**config.mk**
```make
export PLATFORM = sky130hd
export DESIGN_NAME = jimw_div_cell
export DESIGN_NICKNAME = d
export VERILOG_FILES = /design/src/rtl/core/jimw_pkg.sv /design/src/rtl/core/jimw_div_cell.sv
export SDC_FILE = /design/constraint.sdc
export NUM_CORES = 1
export LEC_CHECK = 0
export ABC_AREA = 1
export BUFFER_PORTS_ARGS = -buffer_cell sky130_fd_sc_hd__buf_2
export CELL_PAD_IN_SITES_DETAIL_PLACEMENT = 1
export CELL_PAD_IN_SITES_GLOBAL_PLACEMENT = 1
export CORE_MARGIN = 3
export CORE_UTILIZATION = 33
export CTS_BUF_LIST = sky130_fd_sc_hd__clkbuf_4 sky130_fd_sc_hd__clkbuf_8 sky130_fd_sc_hd__clkbuf_16
export DETAILED_ROUTE_END_ITERATION = 16
export HOLD_SLACK_MARGIN = 0.1
export PLACE_DENSITY = 0.8
export SYNTH_ARGS = -nofsm -noshare
export SYNTH_HDL_FRONTEND = slang
export SYNTH_SLANG_ARGS = --single-unit
export TNS_END_PERCENT = 100
```
**constraint.sdc**
```tcl
create_clock -name clk -period 2.6 [get_ports clk]
set_clock_uncertainty 0.05 [all_clocks]
set_input_delay 0.52 -clock clk [delete_from_list [all_inputs] [get_ports clk]]
set_output_delay 0.52 -clock clk [all_outputs]
set_load 0.005 [all_outputs]
```
**src/rtl/core/jimw_pkg.sv**
```systemverilog
package jimw_pkg;

  localparam int EXP_CELLS  = 14;
  localparam int DIV_CELLS  = 21;
  localparam int SQRT_CELLS = 16;

  localparam logic [31:0] Q_ONE  = 32'd1048576;
  localparam logic [31:0] Q_HALF = 32'd524288;

  localparam logic REG_WINDOW_LOW  = 1'b0;
  localparam logic REG_WINDOW_HIGH = 1'b1;

  localparam logic [15:0] WINDOW_LOW_RST  = 16'd400;
  localparam logic [15:0] WINDOW_HIGH_RST = 16'd560;

  typedef struct packed {
    logic [15:0] pt;
    logic [15:0] energy;
    logic        sat;
    logic        pos;
  } tag_t;

  // e^(2^k/1024) in q20
  function automatic logic [31:0] exp_tab(input int k);
    logic [31:0] v;
    v = 32'd0;
    unique case (k)
      0:  v = 32'd1049601;
      1:  v = 32'd1050626;
      2:  v = 32'd1052680;
      3:  v = 32'd1056800;
      4:  v = 32'd1065089;
      5:  v = 32'd1081861;
      6:  v = 32'd1116203;
      7:  v = 32'd1188192;
      8:  v = 32'd1346398;
      9:  v = 32'd1728810;
      10: v = 32'd2850325;
      11: v = 32'd7747987;
      12: v = 32'd57250310;
      13: v = 32'd3125760002;
      default: v = 32'd0;
    endcase
    return v;
  endfunction

endpackage

```
**src/rtl/core/jimw_div_cell.sv**
```systemverilog
module jimw_div_cell
  import jimw_pkg::*;
#(
  parameter int I = 0
) (
  input  logic        clk,
  input  logic        rst_n,
  input  logic        in_valid,
  input  tag_t        in_tag,
  input  logic [31:0] in_ep,
  input  logic [41:0] in_rem,
  input  logic [20:0] in_q,
  output logic        out_valid,
  output tag_t        out_tag,
  output logic [31:0] out_ep,
  output logic [41:0] out_rem,
  output logic [20:0] out_q
);

  logic [52:0] sh;
  logic [52:0] diff;
  logic        ge;
  logic [41:0] rem_nxt;
  logic [20:0] q_nxt;
  logic        valid_r;
  tag_t        tag_r;
  logic [31:0] ep_r;
  logic [41:0] rem_r;
  logic [20:0] q_r;

  // one quotient bit per cell
  always_comb begin
    sh      = 53'(in_ep) << I;
    ge      = {11'b0, in_rem} >= sh;
    diff    = {11'b0, in_rem} - sh;
    rem_nxt = ge ? diff[41:0] : in_rem;
    q_nxt   = in_q;
    q_nxt[I] = ge;
  end

  always_ff @(posedge clk) begin
    if (!rst_n) begin
      valid_r <= 1'b0;
    end else begin
      valid_r <= in_valid;
    end
    tag_r <= in_tag;
    ep_r  <= in_ep;
    rem_r <= rem_nxt;
    q_r   <= q_nxt;
  end

  assign out_valid = valid_r;
  assign out_tag   = tag_r;
  assign out_ep    = ep_r;
  assign out_rem   = rem_r;
  assign out_q     = q_r;

endmodule

```
==> reports/results.ini, run 1 <==
[status]
status = completed

[placement]
gp_congestion = 0.912
placed_area_mm2 = 0.00830
dp.cells = 1490
dp_hpwl_um = 20100
port-buffer-count = 260

[floorplanning]
num_rows = 50
ios = 262
start_util = 0.339
dieArea_mm2 = 0.0211
die_w_um = 145
die-height_um = 145
core_mm2 = 0.0189

[power]
power.leakage_nw = 5.15
pwr_density_cell_mw_per_mm2 = 643
peakVddDrop_mv = 0.376
p_total_mw = 5.69

[sta]
fin_crit_sh = 0.887
hold_viol = 0
slew_headroom = 0.555
setup_viol = 0
final.min_clock_period_ps = 2310
tightest_slew_ps = 660
tns_ps = 0
timing.fmax_mhz = 434
maxSlewViolCount = 0
rsz0062_at_grt = false

[critical_path]
critPathLaunchType = primary input
required_ps = 2880
worstPathArrival_ps = 2590
endpoint_kind = register
setup.worst_path.class = in -> reg
crit_fanout = 4

[cts]
cts_tree = yes
postCtsHoldBufs = 0
numCtsBuffers = 17
clk_pin_slew_ps = 70
clockBufferDepth = 2
cts_max_level = 4
ctsResizeCount = 0
clk_root_buffer_cell = clkbuf_16
cts_sinks = 130
postCtsSetupRepairBufs = 0

[layout]
postLayoutCellArea_mm2 = 0.00886
nets = 1414
utilization = 0.469
final_cell_mix = nand2_1, buf_2, inv_1
antenna_cells = 0
mostFrequentLayoutCell = nand2_1
syn_to_final_growth_pct = 38.4
drive_gt1_frac = 0.296
final_cells = 1522

[synth]
synth_warnings = 0
netlist_area_mm2 = 0.00640
syn_inst = 936
synth-seq-area-share = 0.407
synth.avg_cell_area_um2 = 6.84
syn_nets = 1101
synth_seq_cells = 130
yosysUniqueCellTypes = 29

[drt]
wire_per_inst_um = 15.6
drcViolationCount = 0
via_per_inst = 4.42
firstDrtPassIters = 4
drt_iter0_drc = 215
routed_wirelength_um = 23800
vias = 6721
final_antenna_net_count = 0

[worst_hold_path]
hold_depth = 1
hold_class = in -> reg
min_to = out_q[19]
min_from = in_q[19]

[flow_run]
drv_cap = 0

[global_routing]
grt_usage = 0.224
grt_max_degree = 17
grt_pass1_vias = 6886
grt_first_pass_wirelength_um = 37100
grt.overflow.total = 0
antenna_found_initial = 0

## cells in the mapped netlist
| cell type | count | area share |
|---|---|---|
| nor2_1 | 60 | 0.035 |
| nand2_4 | 2 | 0.0035 |
| buf_12 | 2 | 0.0063 |
| nand3_1 | 37 | 0.029 |
| inv_1 | 184 | 0.11 |
| inv_4 | 1 | 0.00098 |
| nor3_1 | 4 | 0.0031 |
| a21boi_0 | 1 | 0.0012 |
| o21ai_0 | 11 | 0.0086 |
| nand3b_1 | 9 | 0.011 |
| o21a_1 | 1 | 0.0012 |
| nand3_2 | 10 | 0.016 |
| buf_2 | 3 | 0.0023 |
| a21oi_1 | 29 | 0.023 |
| ha_1 | 32 | 0.063 |
| buf_6 | 1 | 0.0018 |
| xor2_1 | 17 | 0.023 |
| nor2_4 | 1 | 0.0018 |
| fa_1 | 1 | 0.0031 |
| nand2_1 | 358 | 0.21 |
| xnor2_1 | 2 | 0.0027 |
| inv_2 | 2 | 0.0012 |
| dfxtp_1 | 130 | 0.41 |
| nor2_2 | 9 | 0.0088 |
| and2_1 | 3 | 0.0029 |
| nand2_2 | 14 | 0.014 |
| nand4_1 | 10 | 0.0098 |
| nor3_2 | 1 | 0.0016 |
| buf_8 | 1 | 0.0023 |
## per-layer routing
metal	track usage	up-vias	wire (µm)
li1	-	3438	-
met1	0.263	3066	10300
met2	0.405	194	11800
met3	0.0537	23	1280
met4	0.0622	0	405
met5	0	-	0
## where the power goes
part | internal [mW] | switching [mW] | leakage, nW
Clock | 1.26 | 1.02 | 0.277
Sequential | 2.18 | 0.0416 | 1.10
Combinational | 0.491 | 0.701 | 3.77
## per-stage QoR
step	hold WS, ps	worst slack, ps
after CTS	123	362
after detailed placement	574	-36.1
after floorplan	498	373
after global routing	118	117
final	140	294
after global placement	573	6.32
## registers in the layout, indices dropped and copies added (netlist names)
| signal | flops |
|---|---|
| out_ep | 32 |
| out_valid | 1 |
| out_tag | 34 |
| out_rem | 42 |
| out_q | 21 |
## cells by family after synthesis
group | Yosys count | synth area share
flops | 130 | 0.407
xor+xnor | 19 | 0.0260
compound gates | 42 | 0.0336
fa+ha+maj | 33 | 0.0657
buf+inv | 194 | 0.123
simple gates | 518 | 0.345
## worst max-delay path by stage
stage | startpoint | to | cells past startpoint | slack [ps]
after floorplan | in_rem[0] | out_rem[16] | 14 | 370
after global placement | in_rem[0] | out_rem[30] | 15 | 6
after detailed placement | in_rem[0] | out_rem[30] | 15 | -40
after CTS | in_rem[0] | out_rem[32] | 15 | 360
after global routing | in_rem[0] | out_rem[32] | 15 | 120
final | in_ep[0] | out_rem[32] | 13 | 290
## worst max-delay path: stages
cell and delay, ps:
buf_2 110, ha_1 180, inv_1 80, fa_1 330, nand3_1 140, nand3_1 170, a21oi_1 120, o21ai_0 550
nand2_1 140, nand3_1 110, nand2_1 60, nand2_1 50, inv_1 30
## area by class of cell
class / instances / area [µm²]
well taps: 260 / 325
inverters: 187 / 704
flip-flops and latches: 130 / 2600
clock inverters: 14 / 120
fillers: 2548 / 10000
multi-input cells: 612 / 3010
repair buffers: 301 / 1660
clock buffers: 18 / 433
Note: power is estimated with default switching activity, not from simulation.
==> run 2, diff against run 1 <==
--- a/config.mk
+++ b/config.mk
@@ -9,6 +9,7 @@
 export BUFFER_PORTS_ARGS = -buffer_cell sky130_fd_sc_hd__buf_2
 export CELL_PAD_IN_SITES_DETAIL_PLACEMENT = 1
 export CELL_PAD_IN_SITES_GLOBAL_PLACEMENT = 1
+export CORE_ASPECT_RATIO = 0.7
 export CORE_MARGIN = 3
 export CORE_UTILIZATION = 33
 export CTS_BUF_LIST = sky130_fd_sc_hd__clkbuf_4 sky130_fd_sc_hd__clkbuf_8 sky130_fd_sc_hd__clkbuf_16
==> run 2 against run 1 <==
Sequential power hardly changed. Sequential cell count stayed put. Largest power group unchanged. Clock power up 7%.
==> reports/results.ini, run 2 (synthesis results as in run 1) <==
[status]
status = completed

[cts]
clk_pin_slew_ps = 70
clk_root_buffer_cell = clkbuf_16
postCtsSetupRepairBufs = 0
cts_max_level = 4
ctsResizeCount = 0
cts_sinks = 130
numCtsBuffers = 17
cts_tree = yes
clockBufferDepth = 2
postCtsHoldBufs = 0

[sta]
rsz0062_at_grt = false
hold_viol = 0
fin_crit_sh = 0.893
whs_ps = 129
slew_headroom = 0.614
tightest_slew_ps = 575
final.min_clock_period_ps = 2320
maxSlewViolCount = 0
setup_viol = 0
timing.fmax_mhz = 430

[layout]
drive_gt1_frac = 0.299
antenna_cells = 0
final_cell_mix = nand2_1, buf_2, inv_1
postLayoutCellArea_mm2 = 0.00894
largest_reg_flops = 42
utilization = 0.483
nets = 1421
mostFrequentLayoutCell = nand2_1
syn_to_final_growth_pct = 39.7

[floorplanning]
dieArea_mm2 = 0.0211
core_mm2 = 0.0185
num_rows = 41
start_util = 0.346
ios = 262
die_w_um = 172
die-height_um = 123

[critical_path]
required_ps = 2930
crit_start = in_rem[0]
setup.worst_path.class = in -> reg
crit_fanout = 5
endpoint_kind = register
critPathLaunchType = primary input
cp-endpoint = out_rem[16]
worstPathArrival_ps = 2650

[drt]
via_per_inst = 4.55
met2_length_um = 10700
wire_per_inst_um = 15.6
routed_wirelength_um = 23800
drcViolationCount = 0
firstDrtPassIters = 5
met3RoutedLength_um = 1710
vias = 6951
final_antenna_net_count = 0
wl_met1_um = 11000
drt_iter0_drc = 372
route.top_layer_used = met5

[global_routing]
grt_usage = 0.224
grt_first_pass_wirelength_um = 36100
grt_pass1_vias = 7052
grt.overflow.total = 0
antenna_found_initial = 1
grt_max_degree = 21

[power]
peakVddDrop_mv = 0.315
p_total_mw = 5.90
pwr_density_cell_mw_per_mm2 = 659
power.leakage_nw = 5.20

[placement]
gp_congestion = 0.929
dp_hpwl_um = 19400
port-buffer-count = 260
placed_area_mm2 = 0.00835

[worst_hold_path]
hold_class = in -> reg

[flow_run]
drv_cap = 0

[run 2: changes by cell type in the layout (fill, tap and decap cells not counted), sizes merged]
cell      delta
buf          +7
clkinv       -4
inv          +3
bufinv       +1
clkbuf       -1
clkinvlp     +1
[run 2: through the flow]
step                      TNS (ps)  std cells  worst slack (ps)
after floorplan                  0        936               373
after global placement        -106       1495             -75.4
after detailed placement      -308       1495              -156
after CTS                        0       1527               301
after global routing             0       1527               116
final                            0       1527               277
[run 2: report_power, final]
part           internal, mW  switching [mW]  total [mW]  leakage (nW)
clock                  1.36            1.07        2.43         0.289
sequential             2.18          0.0424        2.22          1.10
combinational         0.520           0.719        1.24          3.82
total                  4.06            1.83        5.90          5.20
[run 2: critical path, cell delays in order]
cell	delay (ps)
buf_2	90
inv_1	70
ha_1	140
inv_1	60
fa_1	430
nand3_1	100
nand3_1	200
a21oi_1	270
o21ai_0	240
buf_4	210
xor2_1	190
nand2_2	60
nand2_1	70
[run 2: per-layer routing]
metal,GRT usage,vias to the layer above
met3,0.0531,32
met4,0.0603,2
met2,0.355,218
li1,-,3444
met5,0,-
met1,0.307,3255
[run 2: cell type report]
type	count	area, µm²
Tap cell	258	323
Sequential cell	130	2600
Multi-Input combinational cell	612	3010
Clock inverter	15	164
Fill cell	2480	9580
Clock buffer	17	425
Timing Repair Buffer	308	1710
Inverter	187	704
[run 2: worst min-delay path by stage]
stage                     startpoint     endpoint  slack [ps]  cells past startpoint
after global placement      in_q[19]    out_q[19]         570                      1
after detailed placement  in_tag[29]  out_tag[29]         570                      1
after floorplan             in_ep[0]    out_ep[0]         500                      0
final                      in_tag[9]   out_tag[9]         130                      1
after CTS                  in_tag[9]   out_tag[9]         110                      1
after global routing       in_tag[3]   out_tag[3]         110                      1
