File: config.mk
export PLATFORM = sky130hd
export DESIGN_NAME = jimw_exp_cell
export DESIGN_NICKNAME = d
export VERILOG_FILES = /design/src/rtl/core/jimw_pkg.sv /design/src/rtl/core/jimw_exp_cell.sv
export SDC_FILE = /design/constraint.sdc
export NUM_CORES = 1
export LEC_CHECK = 0
export BUFFER_PORTS_ARGS = -buffer_cell sky130_fd_sc_hd__buf_2
export CAP_MARGIN = 10
export CORE_UTILIZATION = 52
export DETAILED_ROUTE_END_ITERATION = 8
export GPL_TIMING_DRIVEN = 0
export PLACE_DENSITY = 0.82
export RECOVER_POWER = 25
export SETUP_SLACK_MARGIN = 0.3
export SYNTH_ARGS = -nofsm -noshare
export SYNTH_HDL_FRONTEND = slang
export SYNTH_SLANG_ARGS = --single-unit
export TNS_END_PERCENT = 100
File: constraint.sdc
create_clock -name clk -period 4.1 [get_ports clk]
set_input_delay 0.205 -clock clk [delete_from_list [all_inputs] [get_ports clk]]
set_output_delay 0.205 -clock clk [all_outputs]
set_load 0.005 [all_outputs]
File: src/rtl/core/jimw_pkg.sv
package jimw_pkg;

  localparam int EXP_CELLS  = 14;
  localparam int DIV_CELLS  = 21;
  localparam int SQRT_CELLS = 16;

  localparam logic [31:0] Q_ONE  = 32'd1048576;
  localparam logic [31:0] Q_HALF = 32'd524288;

  localparam logic REG_WINDOW_LOW  = 1'b0;
  localparam logic REG_WINDOW_HIGH = 1'b1;

  localparam logic [15:0] WINDOW_LOW_RST  = 16'd400;
  localparam logic [15:0] WINDOW_HIGH_RST = 16'd560;

  typedef struct packed {
    logic [15:0] pt;
    logic [15:0] energy;
    logic        sat;
    logic        pos;
  } tag_t;

  // e^(2^k/1024) in q20
  function automatic logic [31:0] exp_tab(input int k);
    logic [31:0] v;
    v = 32'd0;
    unique case (k)
      0:  v = 32'd1049601;
      1:  v = 32'd1050626;
      2:  v = 32'd1052680;
      3:  v = 32'd1056800;
      4:  v = 32'd1065089;
      5:  v = 32'd1081861;
      6:  v = 32'd1116203;
      7:  v = 32'd1188192;
      8:  v = 32'd1346398;
      9:  v = 32'd1728810;
      10: v = 32'd2850325;
      11: v = 32'd7747987;
      12: v = 32'd57250310;
      13: v = 32'd3125760002;
      default: v = 32'd0;
    endcase
    return v;
  endfunction

endpackage

File: src/rtl/core/jimw_exp_cell.sv
module jimw_exp_cell
  import jimw_pkg::*;
#(
  parameter int K = 0
) (
  input  logic        clk,
  input  logic        rst_n,
  input  logic        in_valid,
  input  tag_t        in_tag,
  input  logic [13:0] in_mag,
  input  logic [31:0] in_acc,
  output logic        out_valid,
  output tag_t        out_tag,
  output logic [13:0] out_mag,
  output logic [31:0] out_acc
);

  logic [63:0] prod;
  logic [63:0] rnd;
  logic [31:0] acc_nxt;
  logic        valid_r;
  tag_t        tag_r;
  logic [13:0] mag_r;
  logic [31:0] acc_r;

  always_comb begin
    prod    = 64'(in_acc) * 64'(exp_tab(K));
    rnd     = prod + 64'(Q_HALF);
    acc_nxt = in_mag[K] ? rnd[51:20] : in_acc;
  end

  always_ff @(posedge clk) begin
    if (!rst_n) begin
      valid_r <= 1'b0;
    end else begin
      valid_r <= in_valid;
    end
    tag_r <= in_tag;
    mag_r <= in_mag;
    acc_r <= acc_nxt;
  end

  assign out_valid = valid_r;
  assign out_tag   = tag_r;
  assign out_mag   = mag_r;
  assign out_acc   = acc_r;

endmodule

==> results of run 1 <==
cells in the final DEF (no fill, tap or decap), types with 11 or more instances in the layout:
| master | n |
|---|---|
| sky130_fd_sc_hd__nand2_1 | 19 |
| sky130_fd_sc_hd__clkbuf_8 | 11 |
| sky130_fd_sc_hd__xor2_1 | 14 |
| sky130_fd_sc_hd__dlygate4sd3_1 | 48 |
| sky130_fd_sc_hd__fa_1 | 11 |
| sky130_fd_sc_hd__inv_1 | 34 |
| sky130_fd_sc_hd__ha_1 | 131 |
| sky130_fd_sc_hd__nor2_1 | 12 |
| sky130_fd_sc_hd__buf_2 | 162 |
| sky130_fd_sc_hd__a21oi_1 | 25 |
| sky130_fd_sc_hd__mux2_2 | 15 |
| sky130_fd_sc_hd__dfxtp_1 | 81 |
| sky130_fd_sc_hd__xnor2_1 | 18 |
layer usage:
metal / track usage, % / vias to the layer above / part of all wire, %
li1: - / 2081 / -
met1: 34.5 / 1991 / 41
met2: 52.3 / 219 / 47
met3: 6.52 / 59 / 7.0
met4: 15.3 / 0 / 5.0
met5: 0 / - / 0
state kept, by name, indices dropped and copies added, names as in the netlist:
signal,cells
out_tag,34
out_valid,1
out_acc,32
out_mag,14
kinds of logic after synthesis:
kind of cell	Yosys count	share of synthesized area (%)
flops	81	32.0
fa+ha+maj	144	37.2
compound gates	82	11.6
buf+inv	38	3.21
xor+xnor	32	5.53
mux	18	4.03
simple gates	62	6.42
power groups by stage:
stage / registers [W] / clock network [W] / logic (W)
after floorplan: 0.000956 / 0 / 0.000714
after global placement: 0.000934 / 0 / 0.00105
after detailed placement: 0.000937 / 0 / 0.00108
after CTS: 0.000920 / 0.000722 / 0.00114
after global routing: 0.000932 / 0.000757 / 0.00131
final: 0.000924 / 0.000714 / 0.00119
critical path, delay by kind of cell:
| kind | cells | cell delay (ns) |
|---|---|---|
| buffers and inverters | 1 | 0.13 |
| AND/OR/NAND/NOR | 3 | 0.79 |
| adder cells (fa/ha/maj) | 5 | 1.85 |
| AO/OA/AOI/OAI | 5 | 0.78 |
| XOR/XNOR | 1 | 0.16 |
worst paths after layout:
| path | startpoint | end | slack [ns] |
|---|---|---|---|
| min | in_acc[5] | out_acc[5]$_DFF_P_ | 0.09 |
| max | in_acc[13] | out_acc[31]$_DFF_P_ | 0.45 |
layout make-up:
| class | instances | area share (%) |
|---|---|---|
| clock inverter | 6 | 1.70 |
| multi-input combinational | 338 | 48.9 |
| clock buffer | 9 | 1.81 |
| buffer | 4 | 0.513 |
| sequential | 81 | 23.7 |
| tap | 129 | 2.36 |
| timing repair buffer | 212 | 19.1 |
| inverter | 34 | 1.87 |
metrics by stage:
step	setup WS, ns	total power [W]	utilization (%)	hold slack [ns]	instance area (um^2)
after floorplan	0.517	0.00167	-	0.233	5060
after global placement	0.0536	0.00198	64.8	0.307	6040
after detailed placement	0.0151	0.00202	64.8	0.309	6040
after CTS	0.408	0.00278	72.5	0.0630	6760
after global routing	0.281	0.00300	73.2	0.0958	6830
final	0.450	0.00283	73.2	0.0878	6830
repair_timing:
item / in CTS / in global routing
hold buffers: 48 / 0
setup buffers: 0 / 1
setup endpoints to repair: 0 / 15
gates resized for setup: 0 / 13
hold endpoints to repair: 48 / 0
==> impl_metrics.xml, run 1 <==
<?xml version="1.0" encoding="UTF-8"?>
<metrics>
  <group name="power">
    <metric name="switchingPower" unit="W">0.000982</metric>
    <metric name="sequential_power_share" unit="%">32.6</metric>
    <metric name="switching_share" unit="%">34.7</metric>
    <metric name="power_frac_clock" unit="%">25.2</metric>
    <metric name="cellLeakagePower" unit="nW">3.59</metric>
    <metric name="comb_power_share" unit="%">42.2</metric>
    <metric name="ir_drop" unit="V">0.000270</metric>
    <metric name="p_int" unit="W">0.00185</metric>
    <metric name="power_per_cell_area" unit="mW/mm^2">415</metric>
  </group>
  <group name="timing">
    <metric name="rsz0062_at_grt" unit="">no</metric>
    <metric name="clock.fmax" unit="GHz">0.274</metric>
    <metric name="report.final.setup_viol" unit="">0</metric>
    <metric name="setup_tns" unit="ns">0</metric>
    <metric name="timing.max_slew.rel_slack" unit="%">57.0</metric>
    <metric name="finalCriticalPeriod" unit="ns">3.65</metric>
    <metric name="timing_worst_slew_pin_value" unit="ns">0.644</metric>
    <metric name="hold_viol_final" unit="">0</metric>
    <metric name="final_min_period_over_clock_period" unit="%">89.0</metric>
    <metric name="report.final.slew_viol_count" unit="">0</metric>
  </group>
  <group name="clock_network">
    <metric name="numCtsBuffers" unit="">9</metric>
    <metric name="clock_root_buffer" unit="">sky130_fd_sc_hd__clkbuf_8</metric>
    <metric name="tritoncts_clock_tree" unit="">yes</metric>
    <metric name="cts.path.max_buffers" unit="">2</metric>
    <metric name="h-tree-depth" unit="">3</metric>
    <metric name="clk_pin_slew" unit="ns">0.10</metric>
    <metric name="tritoncts_num_sinks" unit="">81</metric>
  </group>
  <group name="final_layout">
    <metric name="synthToLayoutAreaGrowth" unit="%">34.9</metric>
    <metric name="fin_cells" unit="">813</metric>
    <metric name="seqCellArea" unit="mm^2">0.00162</metric>
    <metric name="num-fill-cells" unit="">623</metric>
    <metric name="antenna_cells" unit="">0</metric>
    <metric name="ratio_of_cells_with_drive_above_1_in_the_final_layout" unit="%">32.5</metric>
    <metric name="layout.nets" unit="">907</metric>
    <metric name="multi_input_comb_area" unit="mm^2">0.00334</metric>
  </group>
  <group name="global_route">
    <metric name="globalRouteTotalUtil" unit="%">30.0</metric>
    <metric name="grt_pass1_wl" unit="mm">22.7</metric>
    <metric name="grt_pass1_vias" unit="">4491</metric>
    <metric name="grt_overflow" unit="">0</metric>
    <metric name="grt_antenna_before_repair" unit="">0</metric>
    <metric name="grt_start_max_net_pins" unit="">15</metric>
  </group>
  <group name="worst_hold_path">
    <metric name="worst_hold_path_type" unit="">primary input to flip-flop</metric>
    <metric name="instance_count_along_the_most_critical_hold_path" unit="">2</metric>
  </group>
  <group name="die">
    <metric name="placeable_core_region" unit="mm^2">0.00933</metric>
    <metric name="design.portCount" unit="">164</metric>
    <metric name="die-width" unit="um">101</metric>
    <metric name="overall_die_area" unit="mm^2">0.0101</metric>
    <metric name="initial_utilization" unit="%">54.3</metric>
    <metric name="die_h" unit="um">101</metric>
    <metric name="fp_rows" unit="">35</metric>
  </group>
  <group name="placed_design">
    <metric name="hpwl" unit="mm">11.0</metric>
    <metric name="port-buffer-count" unit="">163</metric>
    <metric name="gp_routability_congestion" unit="">0.933</metric>
    <metric name="place.detailed.instances" unit="">749</metric>
  </group>
  <group name="setup_path">
    <metric name="timing.critical_path.slowest_cell_delay" unit="ns">0.49</metric>
    <metric name="timing.critical_path.slowest_stage_cell" unit="">sky130_fd_sc_hd__fa_1</metric>
    <metric name="crit_type" unit="">primary input to flip-flop</metric>
    <metric name="timing.critical_path.to_type" unit="">flip-flop</metric>
    <metric name="worstPathArrival" unit="ns">3.93</metric>
    <metric name="biggest_fanout_along_the_worst_timing_path" unit="">7</metric>
    <metric name="worstPathCellList" unit="">buf_2 &gt; ha_1 &gt; fa_1 &gt; ha_1 &gt; ha_1 &gt; ha_1 &gt; o211ai_2 &gt; o21ai_1 &gt; nor3b_2 &gt; and3_2 &gt; a21oi_4 &gt; a21oi_4 &gt; a31oi_4 &gt; nor4_2 &gt; xnor2_1</metric>
    <metric name="most_common_cell_type_on_the_critical_path" unit="">sky130_fd_sc_hd__ha_1</metric>
    <metric name="crit_path_start_kind" unit="">primary input</metric>
    <metric name="required" unit="ns">4.38</metric>
  </group>
  <group name="routing">
    <metric name="1st_pass_router_iterations" unit="">4</metric>
    <metric name="avgRoutedWirePerCell" unit="um">18.7</metric>
    <metric name="finalWirelength" unit="mm">15.2</metric>
    <metric name="vias_after_detailed_routing" unit="">4350</metric>
    <metric name="drt_first_iter_violations" unit="">172</metric>
    <metric name="detail_routed_via_count_per_cell" unit="">5.35</metric>
    <metric name="drc" unit="">0</metric>
    <metric name="final_antenna_net_count" unit="">0</metric>
  </group>
  <group name="synth">
    <metric name="number_of_warning_messages_in_the_yosys_log" unit="">0</metric>
    <metric name="mappedNetlistArea" unit="mm^2">0.00506</metric>
    <metric name="synth_largest_type_area_fraction" unit="%">32.9</metric>
    <metric name="postSynth.topFlopCell" unit="">sky130_fd_sc_hd__dfxtp_1</metric>
    <metric name="number_of_enable_flip_flop_cells_after_synthesis" unit="">0</metric>
    <metric name="synth_top_area_cell" unit="">sky130_fd_sc_hd__ha_1</metric>
    <metric name="asyncSetResetFlopFracSynth" unit="%">0</metric>
    <metric name="synth-seq-cells" unit="">81</metric>
    <metric name="synth.distinct_cells" unit="">48</metric>
    <metric name="mappedNetlistNets" unit="">684</metric>
    <metric name="syn-mean-instance-area" unit="um^2">11.1</metric>
    <metric name="post_syn_instances" unit="">457</metric>
    <metric name="seq_area_frac_synth" unit="%">32.0</metric>
    <metric name="synth_most_common_cell" unit="">sky130_fd_sc_hd__ha_1</metric>
    <metric name="yosys-top-cells-count" unit="">sky130_fd_sc_hd__ha_1, sky130_fd_sc_hd__dfxtp_1, sky130_fd_sc_hd__inv_1, sky130_fd_sc_hd__a21oi_1, sky130_fd_sc_hd__nand2_1</metric>
    <metric name="synth.area.top_cells" unit="">sky130_fd_sc_hd__ha_1, sky130_fd_sc_hd__dfxtp_1, sky130_fd_sc_hd__fa_1</metric>
  </group>
  <group name="job">
    <metric name="cap_viol_max_count" unit="">0</metric>
  </group>
  <group name="outcome">
    <metric name="status" unit="">finished, final reports clean</metric>
  </group>
</metrics>
No activity file was read; power rests on OpenSTA's default activity.
==> run 2, diff against run 1 <==
--- a/config.mk
+++ b/config.mk
@@ -12,6 +12,7 @@
 export GPL_TIMING_DRIVEN = 0
 export PLACE_DENSITY = 0.82
 export RECOVER_POWER = 25
+export REMOVE_ABC_BUFFERS = 1
 export SETUP_SLACK_MARGIN = 0.3
 export SYNTH_ARGS = -nofsm -noshare
 export SYNTH_HDL_FRONTEND = slang
==> impl_metrics.xml, run 2 (synthesis results as in run 1) <==
<?xml version="1.0" encoding="UTF-8"?>
<metrics>
  <group name="outcome">
    <metric name="status" unit="">finished, final reports clean</metric>
  </group>
  <group name="final_layout">
    <metric name="antenna_cells" unit="">0</metric>
    <metric name="layout.nets" unit="">905</metric>
    <metric name="most_frequent_standard_cell_in_the_layout_excluding_fill_and_tap_cells" unit="">sky130_fd_sc_hd__buf_2</metric>
    <metric name="ratio_of_cells_with_drive_above_1_in_the_final_layout" unit="%">32.9</metric>
    <metric name="layout_common_cells" unit="">sky130_fd_sc_hd__buf_2, sky130_fd_sc_hd__ha_1, sky130_fd_sc_hd__dfxtp_1</metric>
    <metric name="largest_register_ffs" unit="">34</metric>
    <metric name="fin_cells" unit="">812</metric>
    <metric name="finish.utilization" unit="%">72.9</metric>
    <metric name="synthToLayoutAreaGrowth" unit="%">34.3</metric>
  </group>
  <group name="timing">
    <metric name="final_min_period_over_clock_period" unit="%">89.8</metric>
    <metric name="clock.fmax" unit="GHz">0.272</metric>
    <metric name="finalWorstSetupSlack" unit="ns">0.419</metric>
    <metric name="setup_tns" unit="ns">0</metric>
    <metric name="timing.max_slew.rel_slack" unit="%">44.9</metric>
    <metric name="hold_viol_final" unit="">0</metric>
    <metric name="report.final.slew_viol_count" unit="">0</metric>
    <metric name="rsz0062_at_grt" unit="">yes</metric>
    <metric name="post_route_worst_hold_slack" unit="ns">0.0956</metric>
    <metric name="timing_worst_slew_pin_value" unit="ns">0.826</metric>
    <metric name="report.final.setup_viol" unit="">0</metric>
    <metric name="finalCriticalPeriod" unit="ns">3.68</metric>
  </group>
  <group name="global_route">
    <metric name="grt_overflow" unit="">0</metric>
    <metric name="grt_pass1_vias" unit="">4335</metric>
    <metric name="grt_antenna_before_repair" unit="">0</metric>
    <metric name="grt_start_max_net_pins" unit="">39</metric>
    <metric name="grt_pass1_wl" unit="mm">21.9</metric>
    <metric name="globalRouteTotalUtil" unit="%">28.6</metric>
  </group>
  <group name="setup_path">
    <metric name="launch_point_of_the_worst_path" unit="">in_acc[13]</metric>
    <metric name="critical_path.endpoint" unit="">out_acc[20]$_DFF_P_</metric>
    <metric name="worstPathCellList" unit="">buf_2 &gt; ha_1 &gt; fa_1 &gt; ha_1 &gt; ha_1 &gt; ha_1 &gt; a21oi_1 &gt; o211ai_1 &gt; nor3_2 &gt; nand3_1 &gt; a31oi_4 &gt; o221ai_1 &gt; a21oi_1 &gt; xor2_1 &gt; mux2i_1</metric>
    <metric name="crit_type" unit="">primary input to flip-flop</metric>
    <metric name="worstPathArrival" unit="ns">3.89</metric>
    <metric name="crit_path_start_kind" unit="">primary input</metric>
    <metric name="timing.critical_path.to_type" unit="">flip-flop</metric>
    <metric name="timing.critical_path.slowest_stage_cell" unit="">sky130_fd_sc_hd__fa_1</metric>
    <metric name="most_common_cell_type_on_the_critical_path" unit="">sky130_fd_sc_hd__ha_1</metric>
    <metric name="worst_path_dominant_cell_family" unit="">adder cells</metric>
    <metric name="crit_buf_inv" unit="">1</metric>
    <metric name="biggest_fanout_along_the_worst_timing_path" unit="">7</metric>
    <metric name="crit_cells" unit="">15</metric>
    <metric name="timing.critical_path.slowest_cell_delay" unit="ns">0.48</metric>
    <metric name="required" unit="ns">4.31</metric>
  </group>
  <group name="placed_design">
    <metric name="place_worst_setup_slack" unit="ns">-0.0604</metric>
    <metric name="port-buffer-count" unit="">163</metric>
    <metric name="place.detailed.instances" unit="">745</metric>
    <metric name="gp_routability_congestion" unit="">0.914</metric>
    <metric name="hpwl" unit="mm">10.4</metric>
  </group>
  <group name="clock_network">
    <metric name="cts.path.max_buffers" unit="">2</metric>
    <metric name="clk_pin_slew" unit="ns">0.10</metric>
    <metric name="tritoncts_clock_tree" unit="">yes</metric>
    <metric name="clock_root_buffer" unit="">sky130_fd_sc_hd__clkbuf_8</metric>
    <metric name="tritoncts_num_sinks" unit="">81</metric>
    <metric name="h-tree-depth" unit="">3</metric>
    <metric name="numCtsBuffers" unit="">9</metric>
  </group>
  <group name="routing">
    <metric name="drt_first_iter_violations" unit="">212</metric>
    <metric name="finalWirelength" unit="mm">14.5</metric>
    <metric name="avgRoutedWirePerCell" unit="um">17.8</metric>
    <metric name="1st_pass_router_iterations" unit="">7</metric>
    <metric name="vias_after_detailed_routing" unit="">4359</metric>
    <metric name="detail_routed_via_count_per_cell" unit="">5.37</metric>
    <metric name="final_antenna_net_count" unit="">0</metric>
    <metric name="drc" unit="">0</metric>
  </group>
  <group name="job">
    <metric name="cap_viol_max_count" unit="">0</metric>
  </group>
  <group name="power">
    <metric name="power_frac_clock" unit="%">24.4</metric>
    <metric name="switching_share" unit="%">35.8</metric>
    <metric name="ir_drop" unit="V">0.000249</metric>
    <metric name="cellLeakagePower" unit="nW">3.58</metric>
    <metric name="p_int" unit="W">0.00181</metric>
    <metric name="comb_power_share" unit="%">42.8</metric>
    <metric name="sequential_power_share" unit="%">32.8</metric>
    <metric name="power_per_cell_area" unit="mW/mm^2">414</metric>
    <metric name="switchingPower" unit="W">0.00101</metric>
  </group>
  <group name="die">
    <metric name="fp_rows" unit="">35</metric>
    <metric name="placeable_core_region" unit="mm^2">0.00933</metric>
    <metric name="die-width" unit="um">101</metric>
    <metric name="initial_utilization" unit="%">54.3</metric>
    <metric name="overall_die_area" unit="mm^2">0.0101</metric>
    <metric name="die_h" unit="um">101</metric>
    <metric name="design.portCount" unit="">164</metric>
  </group>
  <group name="worst_hold_path">
    <metric name="worst_hold_path_type" unit="">primary input to flip-flop</metric>
  </group>
</metrics>
-- run 2: power by group through the flow --
| stage | Clock [W] | Combinational [W] | Sequential, W |
|---|---|---|---|
| final | 0.000685 | 0.00121 | 0.000923 |
| after CTS | 0.000699 | 0.00113 | 0.000919 |
| after floorplan | 0 | 0.000707 | 0.000956 |
| after detailed placement | 0 | 0.00108 | 0.000936 |
| after global placement | 0 | 0.00104 | 0.000935 |
| after global routing | 0.000728 | 0.00133 | 0.000932 |
-- run 2: stage by stage --
stage,instance area [um^2],total power (W)
floorplan,5030,0.00166
global placement,6010,0.00198
detailed placement,6010,0.00201
CTS,6710,0.00275
global route,6800,0.00299
finish,6800,0.00281
-- run 2: how the worst min path moves through the flow --
stage | startpoint | end | depth (start not counted)
3_3_place_gp | in_tag[2] | out_tag[2]$_DFF_P_ | 1
3_5_place_dp | in_tag[13] | out_tag[13]$_DFF_P_ | 1
4_1_cts | rst_n | out_valid$_SDFF_PN0_ | 2
6_report | in_acc[2] | out_acc[2]$_DFF_P_ | 2
5_1_grt | in_acc[3] | out_acc[3]$_DFF_P_ | 2
2_1_floorplan | in_mag[0] | out_mag[0]$_DFF_P_ | 0
-- run 2: layout make-up --
class,instances,area (um^2)
multi-input cells,338,3350
flip-flops and latches,81,1620
well taps,129,161
fillers,664,2530
clock buffers,9,124
clock inverters,7,105
inverters,34,128
repair buffers,214,1310
-- run 2: layer usage --
metal  up-vias  share of wire (%)  global-route usage (%)
met5         -                  0                       0
met4         0                2.6                    9.81
met3        34                7.6                    6.10
met2       192                 48                    50.0
met1      2049                 42                    34.8
li1       2084                  -                       -
-- run 2: repair_timing --
action                                  CTS  global route
endpoints found under the setup margin    0            15
setup buffers                             0             4
endpoints found under the hold margin    47             0
resized for setup                         0            15
hold buffers                             47             0
