### config.mk
export PLATFORM = sky130hd
export DESIGN_NAME = jimw_sqrt_cell
export DESIGN_NICKNAME = d
export VERILOG_FILES = /design/src/rtl/core/jimw_pkg.sv /design/src/rtl/core/jimw_sqrt_cell.sv
export SDC_FILE = /design/constraint.sdc
export NUM_CORES = 1
export LEC_CHECK = 0
export BUFFER_PORTS_ARGS = -buffer_cell sky130_fd_sc_hd__buf_2
export CORE_MARGIN = 1
export CORE_UTILIZATION = 49
export CTS_CLUSTER_SIZE = 28
export DETAILED_ROUTE_END_ITERATION = 8
export GPL_TIMING_DRIVEN = 1
export PLACE_DENSITY_LB_ADDON = 0.1
export RECOVER_POWER = 100
export SYNTH_ARGS = -nofsm -noshare
export SYNTH_HDL_FRONTEND = slang
export SYNTH_SLANG_ARGS = --single-unit
### constraint.sdc
create_clock -name clk -period 4.6 [get_ports clk]
set_input_delay 0.23 -clock clk [delete_from_list [all_inputs] [get_ports clk]]
set_output_delay 0.23 -clock clk [all_outputs]
set_load 0.02 [all_outputs]
### src/rtl/core/jimw_pkg.sv
package jimw_pkg;

  localparam int EXP_CELLS  = 14;
  localparam int DIV_CELLS  = 21;
  localparam int SQRT_CELLS = 16;

  localparam logic [31:0] Q_ONE  = 32'd1048576;
  localparam logic [31:0] Q_HALF = 32'd524288;

  localparam logic REG_WINDOW_LOW  = 1'b0;
  localparam logic REG_WINDOW_HIGH = 1'b1;

  localparam logic [15:0] WINDOW_LOW_RST  = 16'd400;
  localparam logic [15:0] WINDOW_HIGH_RST = 16'd560;

  typedef struct packed {
    logic [15:0] pt;
    logic [15:0] energy;
    logic        sat;
    logic        pos;
  } tag_t;

  // e^(2^k/1024) in q20
  function automatic logic [31:0] exp_tab(input int k);
    logic [31:0] v;
    v = 32'd0;
    unique case (k)
      0:  v = 32'd1049601;
      1:  v = 32'd1050626;
      2:  v = 32'd1052680;
      3:  v = 32'd1056800;
      4:  v = 32'd1065089;
      5:  v = 32'd1081861;
      6:  v = 32'd1116203;
      7:  v = 32'd1188192;
      8:  v = 32'd1346398;
      9:  v = 32'd1728810;
      10: v = 32'd2850325;
      11: v = 32'd7747987;
      12: v = 32'd57250310;
      13: v = 32'd3125760002;
      default: v = 32'd0;
    endcase
    return v;
  endfunction

endpackage

### src/rtl/core/jimw_sqrt_cell.sv
module jimw_sqrt_cell
  import jimw_pkg::*;
#(
  parameter int J = 0
) (
  input  logic        clk,
  input  logic        rst_n,
  input  logic        in_valid,
  input  tag_t        in_tag,
  input  logic [31:0] in_v,
  input  logic [31:0] in_r,
  output logic        out_valid,
  output tag_t        out_tag,
  output logic [31:0] out_v,
  output logic [31:0] out_r
);

  logic [32:0] one_bit;
  logic [32:0] sum;
  logic        ge;
  logic [31:0] v_nxt;
  logic [31:0] r_nxt;
  logic [32:0] r_up;
  logic        valid_r;
  tag_t        tag_r;
  logic [31:0] v_r;
  logic [31:0] r_r;

  always_comb begin
    one_bit = 33'(1) << (2 * J);
    sum     = {1'b0, in_r} + one_bit;
    ge      = {1'b0, in_v} >= sum;
    r_up    = {2'b0, in_r[31:1]} + one_bit;
    v_nxt   = ge ? (in_v - sum[31:0]) : in_v;
    r_nxt   = ge ? r_up[31:0] : {1'b0, in_r[31:1]};
  end

  always_ff @(posedge clk) begin
    if (!rst_n) begin
      valid_r <= 1'b0;
    end else begin
      valid_r <= in_valid;
    end
    tag_r <= in_tag;
    v_r   <= v_nxt;
    r_r   <= r_nxt;
  end

  assign out_valid = valid_r;
  assign out_tag   = tag_r;
  assign out_v     = v_r;
  assign out_r     = r_r;

endmodule

==> impl_results.md, run 1 <==
- Core region area: 10,200 sq um
- Number of synthesized register bits: 99
- Share of the synthesized area in the top cell type: 0.385
- Crit path DAT: 4.32 ns
- Post-layout net count: 951
- Cell taking the most area after synthesis: dfxtp_1
- Largest net degree at the start of global routing: 24
- RSZ-0062 raised after global routing: false
- Filler cells: 932
- PnR worst setup slack: 0.557 ns
- Synth Instances: 581
- Critical path buffer and inverter count: 3
- Clk buf depth: 2
- Max Used Layer: met4
- Worst slew slack as a fraction of its limit: 0.628
- Static leakage: 2.93 nW
- Met2 Wirelength: 7.33 mm
- Crit Path Category: in -> reg
- Worst-Margin Slew: 0.556 ns
- Syn_nets: 717
- Post-synth top cells: dfxtp_1 (99), nand2_1 (81), xor2_1 (46)
- Crit path largest cell delay: 0.36 ns
- Worst min path class: in -> reg
- VDD IR-drop max: 0.196 mV
- Maxcap violations: 0
- Die X: 104 microns
- Final setup viols: 0
- Largest cells by area after synthesis: dfxtp_1 (39%), ha_1 (8.3%), xor2_1 (7.8%)
- Rows: 37
- Final TNS setup: 0 ns
- Final worst-path cycle share: 0.879
- Syn-to-layout area delta: 30.5%
- Final Max Tran Viols: 0
- Post-CTS repair timing setup buffer count: 0
- CP Capture Type: flop
- Max FO, Critical Path: 21
- H-tree Lvls: 3
- Post-synth ARST share: 0
- WL/cell: 16.6 microns
- Detailed Route WL: 15.8 mm
- Vias: 5,030
- CTS-repair resized insts: 0
- Clock slew at reported path FFs: 0.10 ns
- Layout cells sized above 1: 0.167
- Detail Route Antenna Nets: 0
- Metal-1 WL: 7.14 mm
- Worst path slowest cell: a2111o_1
- PortBufs: 199
- Gr usage total: 0.289
- DIE HEIGHT: 104 microns
- Count of final hold-check violations: 0
- DR WL met3: 1.04 mm
- Iter 0 DRT Violations: 288
- CTS Sinks: 99
- Fmax: 247 MHz
- Post-Syn Area: 5140 sq um
- Fin crit period: 4.04 ns
- Ant. Diodes: 0
- Cell breakdown of the critical path: buf_2, ha_1, and3_1, nand3_1, nor3_1, nand3_1, nor2_1, buf_4, nand3_1, xor2_1, ha_1, a211oi_1, o21ai_0, a2111o_1, a32o_1, nor2_4, buf_12, mux2_1
- CTS Buf Count: 9
- RePlAce Congestion: 0.912
- Warnings from Yosys: 0
- Grt total ovfl: 0
- First-pass GRT wire length: 24.4 mm
- Top cell by count, worst path: nand3_1
- Count leader, synth: dfxtp_1
- EDFF count, synth: 0
- Vias in the first global route: 4,720
- Status: finished, final reports clean
- Total Power: 2.17 mW
- CTS tree: built
- Delay-heaviest family, CP: simple AND/OR/NAND/NOR gates
- Synth Flop Type: dfxtp_1
- Mean Syn Cell Area: 8.85 sq um
- TritonRoute pass-1 iters: 5
- Seq/Total Area, Yosys: 0.385
- Count of different cell masters after synthesis: 54
- Root buffer cell: clkbuf_8
- Initial antenna violation count: 0
- Place WS: 0.222 ns
- Die ar.: 10,900 sq um
- Critical path startpoint category: input port
- Dpl hpwl: 11.8 mm
- Initial Utilization: 0.503
- Critical Path RT: 4.87 ns
- Pwr Density: 323 nW/um^2
- # DRC: 0
- Post-DR vias/cell: 5.26
- Hold_buf cts: 34
- Top Ports: 200
logic make-up (layout without fill, tap and decap cells):
logic type / after synthesis / count (layout) / synth area share
AO/OA/AOI/OAI: 111 / 111 / 0.132
XOR/XNOR: 89 / 89 / 0.152
adder cells (fa/ha/maj): 35 / 35 / 0.0866
buffers and inverters: 32 / 271 / 0.0316
flip-flops: 99 / 99 / 0.385
multiplexers: 3 / 3 / 0.00657
AND/OR/NAND/NOR: 212 / 212 / 0.206
cells in the final DEF (no fill, tap or decap), types with 8 or more instances in the layout:
master	synthesis	final
a21o_1	10	10
a21oi_1	25	25
and3_1	19	19
buf_2	4	99
buf_4	6	8
clkbuf_1	9	100
clkbuf_8	0	9
dfxtp_1	99	99
dlygate4sd3_1	0	34
ha_1	34	34
inv_1	11	11
nand2_1	81	81
nand3_1	25	25
nand4_1	13	13
nor2_1	28	28
nor3_1	12	12
o21ai_0	37	43
xnor2_1	43	43
xor2_1	46	46
worst paths after layout:
path	from	to	depth (start not counted)
setup / recovery	in_r[2]	out_v[11]	18
hold / removal	in_valid	out_valid	2
metrics by stage:
| stage | utilization | cells | hold slack [ns] | cell area, sq um |
|---|---|---|---|---|
| 2_1_floorplan | - | 581 | 0.258 | 5140 |
| 3_3_place_gp | 0.616 | 906 | 0.333 | 6300 |
| 3_5_place_dp | 0.616 | 906 | 0.335 | 6300 |
| 4_1_cts | 0.669 | 956 | 0.0253 | 6840 |
| 5_1_grt | 0.656 | 956 | 0.0396 | 6710 |
| 6_report | 0.656 | 956 | 0.0507 | 6710 |
flip-flops by register name, summed over array words and instances (netlist names):
register	cells
out_tag	34
out_r	32
out_v	32
out_valid	1
report_power, final:
group | total, mW | switching, mW | internal [mW]
Sequential | 0.967 | 0.0246 | 0.943
Clock | 0.559 | 0.343 | 0.216
Combinational | 0.644 | 0.402 | 0.242
layer usage:
layer | vias to the layer above | track usage
met4 | 0 | 0.0929
met1 | 2307 | 0.369
met5 | - | 0
li1 | 2498 | -
met2 | 199 | 0.476
met3 | 26 | 0.0708
cell type report:
cell class	count	area [sq um]	area share
clock buffers	9	124	0.0185
clock inverters	7	78.8	0.0117
inverters	11	41.3	0.00615
multi-input cells	450	3000	0.447
flip-flops and latches	99	1980	0.295
well taps	136	170	0.0254
repair buffers	244	1320	0.196
Note: power is estimated with default switching activity, not from simulation.
==> run 2: changes to the inputs <==
--- a/config.mk
+++ b/config.mk
@@ -5,7 +5,7 @@
 export SDC_FILE = /design/constraint.sdc
 export NUM_CORES = 1
 export LEC_CHECK = 0
-export BUFFER_PORTS_ARGS = -buffer_cell sky130_fd_sc_hd__buf_2
+export BUFFER_PORTS_ARGS = -buffer_cell sky130_fd_sc_hd__buf_4
 export CORE_MARGIN = 1
 export CORE_UTILIZATION = 49
 export CTS_CLUSTER_SIZE = 28
==> impl_results.md, run 2 (synthesized netlist as in run 1, its figures left out) <==
- Clock slew at reported path FFs: 0.10 ns (about the same)
- WL/cell: 17.6 microns (+6.2%)
- Grt total ovfl: 0 (unchanged)
- Initial Utilization: 0.503 (unchanged)
- Largest net degree at the start of global routing: 29 (+21%)
- Placed cell area: 6750 sq um (+7.1%)
- Worst-Margin Slew: 0.699 ns (+0.143 ns)
- Top Ports: 200 (unchanged)
- Register area: 1980 sq um (unchanged)
- Worst min path class: in -> reg
- Final Util: 0.671 (+0.0153)
- Gr usage total: 0.310 (+0.0210)
- Count of final hold-check violations: 0 (unchanged)
- RePlAce Congestion: 0.959 (+5.2%)
- Post-layout net count: 948 (-0.32%)
- Multi-input logic area: 3000 sq um (+0.13%)
- Initial antenna violation count: 0 (unchanged)
- Critical Path RT: 4.86 ns (about the same)
- Pwr Density: 311 nW/um^2 (-3.9%)
- Detail Route Antenna Nets: 0 (unchanged)
- Hold Path Cell Cnt: 3 (+1)
- Post-CTS repair timing setup buffer count: 0 (unchanged)
- HP Start: in_v[22]
- Vias in the first global route: 4,914 (+4.1%)
- Syn-to-layout area delta: 33.5%
- Design Area, Final: 6870 sq um (+2.3%)
- Iter 0 DRT Violations: 306 (+6.3%)
- PnR worst setup slack: 0.445 ns (-0.112 ns)
- First-pass GRT wire length: 26.2 mm (+7.3%)
- RSZ-0062 raised after global routing: false
- Filler cells: 927 (-0.54%)
- Vias: 5,024 (-0.12%)
- Total Power: 2.14 mW (-1.6%)
- Max FO, Critical Path: 7 (-67%)
- VDD IR-drop max: 0.186 mV (-4.8%)
- CP Capture Type: flop
- Clk buf depth: 2 (unchanged)
- # DRC: 0 (unchanged)
- Static leakage: 2.96 nW (+1.1%)
- Post-DR vias/cell: 5.28 (+0.30%)
- Most frequent cells in the layout: clkbuf_1 (103), dfxtp_1 (99), nand2_1 (81), buf_4 (71), xor2_1 (46)
- Final TNS setup: 0 ns (unchanged)
- Critical path startpoint category: input port
- Fmax: 241 MHz (-2.7%)
- Worst Hold Path EP: out_v[22]
- CTS tree: built
- Layout cells sized above 1: 0.161 (-0.00653)
- Worst slew slack as a fraction of its limit: 0.531 (-0.0970)
- CTS Buf Count: 9 (unchanged)
- Root buffer cell: clkbuf_8
- Rows: 37 (unchanged)
- Die ar.: 10,900 sq um (unchanged)
- Final worst-path cycle share: 0.903 (+0.0244)
- Fin crit period: 4.16 ns (+0.112 ns)
- Final Max Tran Viols: 0 (unchanged)
- CTS Sinks: 99 (unchanged)
- Maxcap violations: 0 (unchanged)
- PortBufs: 199 (unchanged)
- Detailed Route WL: 16.8 mm (+5.7%)
- Max reg flops: 34 (unchanged)
- Final setup viols: 0 (unchanged)
- Core region area: 10,200 sq um (unchanged)
- Place WS: 0.0577 ns (-0.164 ns)
- H-tree Lvls: 3 (unchanged)
- Commonest non-fill, non-tap cell in the layout: clkbuf_1
- TritonRoute pass-1 iters: 5 (unchanged)
- Die X: 104 microns (unchanged)
- Ant. Diodes: 0 (unchanged)
- Dpl hpwl: 12.1 mm (+3.0%)
- Status: finished, final reports clean
- Crit path DAT: 4.42 ns (+0.10 ns)
- Crit Path Category: in -> reg
- DIE HEIGHT: 104 microns (unchanged)
## run 2: cell types whose count changed in the layout (fill, tap and decap cells not counted), sizes merged
cell,previous run,this run
buf,109,71
clkbuf,110,147
inv,15,12
## run 2: worst max-delay path, cell delays in order
cell and delay [ns]:
buf_4 0.12, ha_1 0.22, and3_1 0.22, nand3_1 0.18
nor3_2 0.30, nand3_1 0.15, nor2_1 0.13, buf_4 0.17
nand3_1 0.10, xor2_1 0.17, ha_1 0.36, nand4_1 0.16
nor4_1 0.29, nand4_1 0.14, a21o_1 0.20, a21oi_1 0.19
nor2_1 0.13, nor3_1 0.60, nand3b_1 0.20, xnor2_1 0.16
## run 2: metal layers
layer | global-route usage | part of all wire
met1 | 0.396 | 0.44
met4 | 0.115 | 0.015
met3 | 0.0576 | 0.071
met5 | 0 | 0
met2 | 0.518 | 0.47
## run 2: report_power, final
group / switching [mW] / internal (mW)
sequential: 0.0265 / 0.943
clock: 0.306 / 0.196
combinational: 0.406 / 0.258
total: 0.739 / 1.40
## run 2: cell type report
| type | instances | area share |
|---|---|---|
| inverters | 11 | 0.00601 |
| flip-flops and latches | 99 | 0.289 |
| repair buffers | 241 | 0.220 |
| clock buffers | 11 | 0.0191 |
| clock inverters | 4 | 0.00401 |
| well taps | 136 | 0.0248 |
| multi-input cells | 450 | 0.437 |
## run 2: worst max path at each step
stage | slack, ns | to | start
2_1_floorplan | 0.78 | out_r[17] | in_r[1]
3_3_place_gp | 0.20 | out_v[27] | in_r[2]
3_5_place_dp | 0.06 | out_r[27] | in_r[2]
4_1_cts | 0.44 | out_r[27] | in_r[2]
5_1_grt | 0.07 | out_r[27] | in_r[2]
6_report | 0.44 | out_r[27] | in_r[2]
## run 2: what timing repair did
| action | 4_1_cts | 5_1_grt |
|---|---|---|
| resized for setup | 0 | 2 |
| hold buffers | 34 | 0 |
| setup endpoints to repair | 0 | 6 |
| hold endpoints to repair | 34 | 0 |
## run 2: through the flow
step                      hold WS, ns  std cells
after floorplan                 0.258        581
after global placement          0.335        903
after detailed placement        0.336        903
after CTS                      0.0433        952
after global routing           0.0476        952
final                          0.0623        952
==> run 3: changes to the inputs <==
--- a/config.mk
+++ b/config.mk
@@ -6,11 +6,13 @@
 export NUM_CORES = 1
 export LEC_CHECK = 0
 export BUFFER_PORTS_ARGS = -buffer_cell sky130_fd_sc_hd__buf_4
+export CORE_ASPECT_RATIO = 1.25
 export CORE_MARGIN = 1
-export CORE_UTILIZATION = 49
+export CORE_UTILIZATION = 35
 export CTS_CLUSTER_SIZE = 28
 export DETAILED_ROUTE_END_ITERATION = 8
 export GPL_TIMING_DRIVEN = 1
+export HOLD_SLACK_MARGIN = 0.08
 export PLACE_DENSITY_LB_ADDON = 0.1
 export RECOVER_POWER = 100
 export SYNTH_ARGS = -nofsm -noshare
==> impl_results.md, run 3 (synthesized netlist as in run 1, its figures left out) <==
- Crit. path cell count: 19 (-5.0%)
- Pwr Density: 330 nW/um^2 (+6.0%)
- Post-DR vias/cell: 4.93 (-6.5%)
- Die X: 110 microns (+5.7%)
- Fmax: 244 MHz (+1.4%)
- Dpl hpwl: 12.5 mm (+2.6%)
- Worst setup path start: in_r[1]
- Final Max Tran Viols: 0 (unchanged)
- Commonest non-fill, non-tap cell in the layout: clkbuf_1
- Post-Layout Cell Count: 1,015 (+6.6%)
- Final setup viols: 0 (unchanged)
- Top cell by count, worst path: and3_1
- Grt total ovfl: 0 (unchanged)
- Core region area: 14,300 sq um (+40%)
- Max reg flops: 34 (unchanged)
- Register area: 1980 sq um (unchanged)
- Post-layout net count: 968 (+2.1%)
- First-pass GRT wire length: 24.3 mm (-7.3%)
- Hold WS: 0.0892 ns (+0.0268 ns)
- Clk buf depth: 2 (unchanged)
- Critical Path RT: 4.85 ns (about the same)
- Count of final hold-check violations: 0 (unchanged)
- Crit path DAT: 4.35 ns (-0.07 ns)
- VDD IR-drop max: 0.242 mV (+30%)
- Max FO, Critical Path: 26 (+19)
- Vias in the first global route: 4,841 (-1.5%)
- TritonRoute pass-1 iters: 4 (-1)
- Top Ports: 200 (unchanged)
- Worst path slowest cell: ha_1
- Critical path buffer and inverter count: 3 (+1)
- Worst slew slack as a fraction of its limit: 0.634 (+0.104)
- Maxcap violations: 0 (unchanged)
- Initial Utilization: 0.358 (-0.144)
- Clock slew at reported path FFs: 0.08 ns (-0.02 ns)
- Critical path startpoint category: input port
- Final TNS setup: 0 ns (unchanged)
- Gr usage total: 0.205 (-0.105)
- CTS Buf Count: 9 (unchanged)
- Filler cells: 1,472 (+59%)
- Layout cells sized above 1: 0.161 (+0.000751)
- Detailed Route WL: 15.7 mm (-6.4%)
- Static leakage: 3.12 nW (+5.4%)
- H-tree Lvls: 3 (unchanged)
- Syn-to-layout area delta: 41.7%
- Fin crit period: 4.10 ns (-0.0576 ns)
- Largest net degree at the start of global routing: 27 (-6.9%)
- CTS Sinks: 99 (unchanged)
- # DRC: 0 (unchanged)
- Crit path largest cell delay: 0.35 ns (-0.25 ns)
- RePlAce Congestion: 0.884 (-7.8%)
- Worst setup path end: out_v[25]
- Most frequent cells in the layout: clkbuf_1 (100), dfxtp_1 (99), nand2_1 (81), buf_4 (71), dlygate4sd3_1 (53)
- Status: finished, final reports clean
- Die ar.: 15,200 sq um (+39%)
- Delay-heaviest family, CP: simple AND/OR/NAND/NOR gates
- Iter 0 DRT Violations: 174 (-43%)
- WL/cell: 15.5 microns (-12%)
- Final worst-path cycle share: 0.891 (-0.0125)
- Cell breakdown of the critical path: buf_4, ha_1, and3_1, nand3_1, nor3_1, nand3_1, nor2_1, clkbuf_1, nand2_1, xor2_1, ha_1, and3_1, nand4_1, nor2_1, and3_1, a32o_1, nor2_4, buf_12, mux2_1
- PortBufs: 199 (unchanged)
- Crit Path Category: in -> reg
- Initial antenna violation count: 0 (unchanged)
- DIE HEIGHT: 138 microns (+32%)
- Post-CTS repair timing setup buffer count: 0 (unchanged)
- Vias: 5,008 (-0.32%)
- Root buffer cell: clkbuf_16
- RSZ-0062 raised after global routing: false
- CTS tree: built
- Placed insts: 946 (+4.8%)
- Multi-input logic area: 3000 sq um (-0.13%)
- Worst-Margin Slew: 0.545 ns (-0.153 ns)
- CP Capture Type: flop
- Rows: 49 (+32%)
- Detail Route Antenna Nets: 0 (unchanged)
- Ant. Diodes: 0 (unchanged)
- Worst min path class: in -> reg
## run 3: worst min path at each step
stage | from | end | depth (start not counted) | slack, ns
2_1_floorplan | in_tag[0] | out_tag[0] | 0 | 0.26
3_3_place_gp | in_tag[31] | out_tag[31] | 1 | 0.33
3_5_place_dp | in_tag[32] | out_tag[32] | 1 | 0.34
4_1_cts | in_v[14] | out_v[14] | 3 | 0.08
5_1_grt | in_r[12] | out_r[11] | 2 | 0.09
6_report | in_v[6] | out_v[6] | 3 | 0.09
## run 3: report_power, final
part	switching [mW]	leakage, nW	internal (mW)
Combinational	0.399	2.14	0.276
Clock	0.373	0.146	0.388
Sequential	0.0230	0.835	0.942
## run 3: repair_timing
item                                   CTS  global route
gates resized for setup                  0             0
hold buffers                            53             0
setup endpoints to repair                0             0
endpoints found under the hold margin   52             0
## run 3: cell type report
cell class | count | area share
clock buffers | 9 | 0.0309
clock inverters | 7 | 0.0106
multi-input cells | 450 | 0.411
flip-flops and latches | 99 | 0.272
repair buffers | 261 | 0.239
well taps | 178 | 0.0306
inverters | 11 | 0.00567
## run 3: routing by layer
| layer | share of wire | up-vias | track usage |
|---|---|---|---|
| met2 | 0.50 | 169 | 0.362 |
| met4 | 0.042 | 0 | 0.121 |
| met3 | 0.051 | 32 | 0.0400 |
| met1 | 0.40 | 2276 | 0.230 |
| li1 | - | 2531 | - |
| met5 | 0 | - | 0 |
## run 3: metrics by stage
step / instance area [sq um] / power (mW) / setup slack [ns] / util
finish: 7290 / 2.40 / 0.502 / 0.508
detailed placement: 6840 / 1.70 / 0.0768 / 0.476
floorplan: 5140 / 1.40 / 0.782 / -
global route: 7290 / 2.53 / 0.0838 / 0.508
global placement: 6840 / 1.70 / 0.164 / 0.476
CTS: 7670 / 2.51 / 0.470 / 0.535
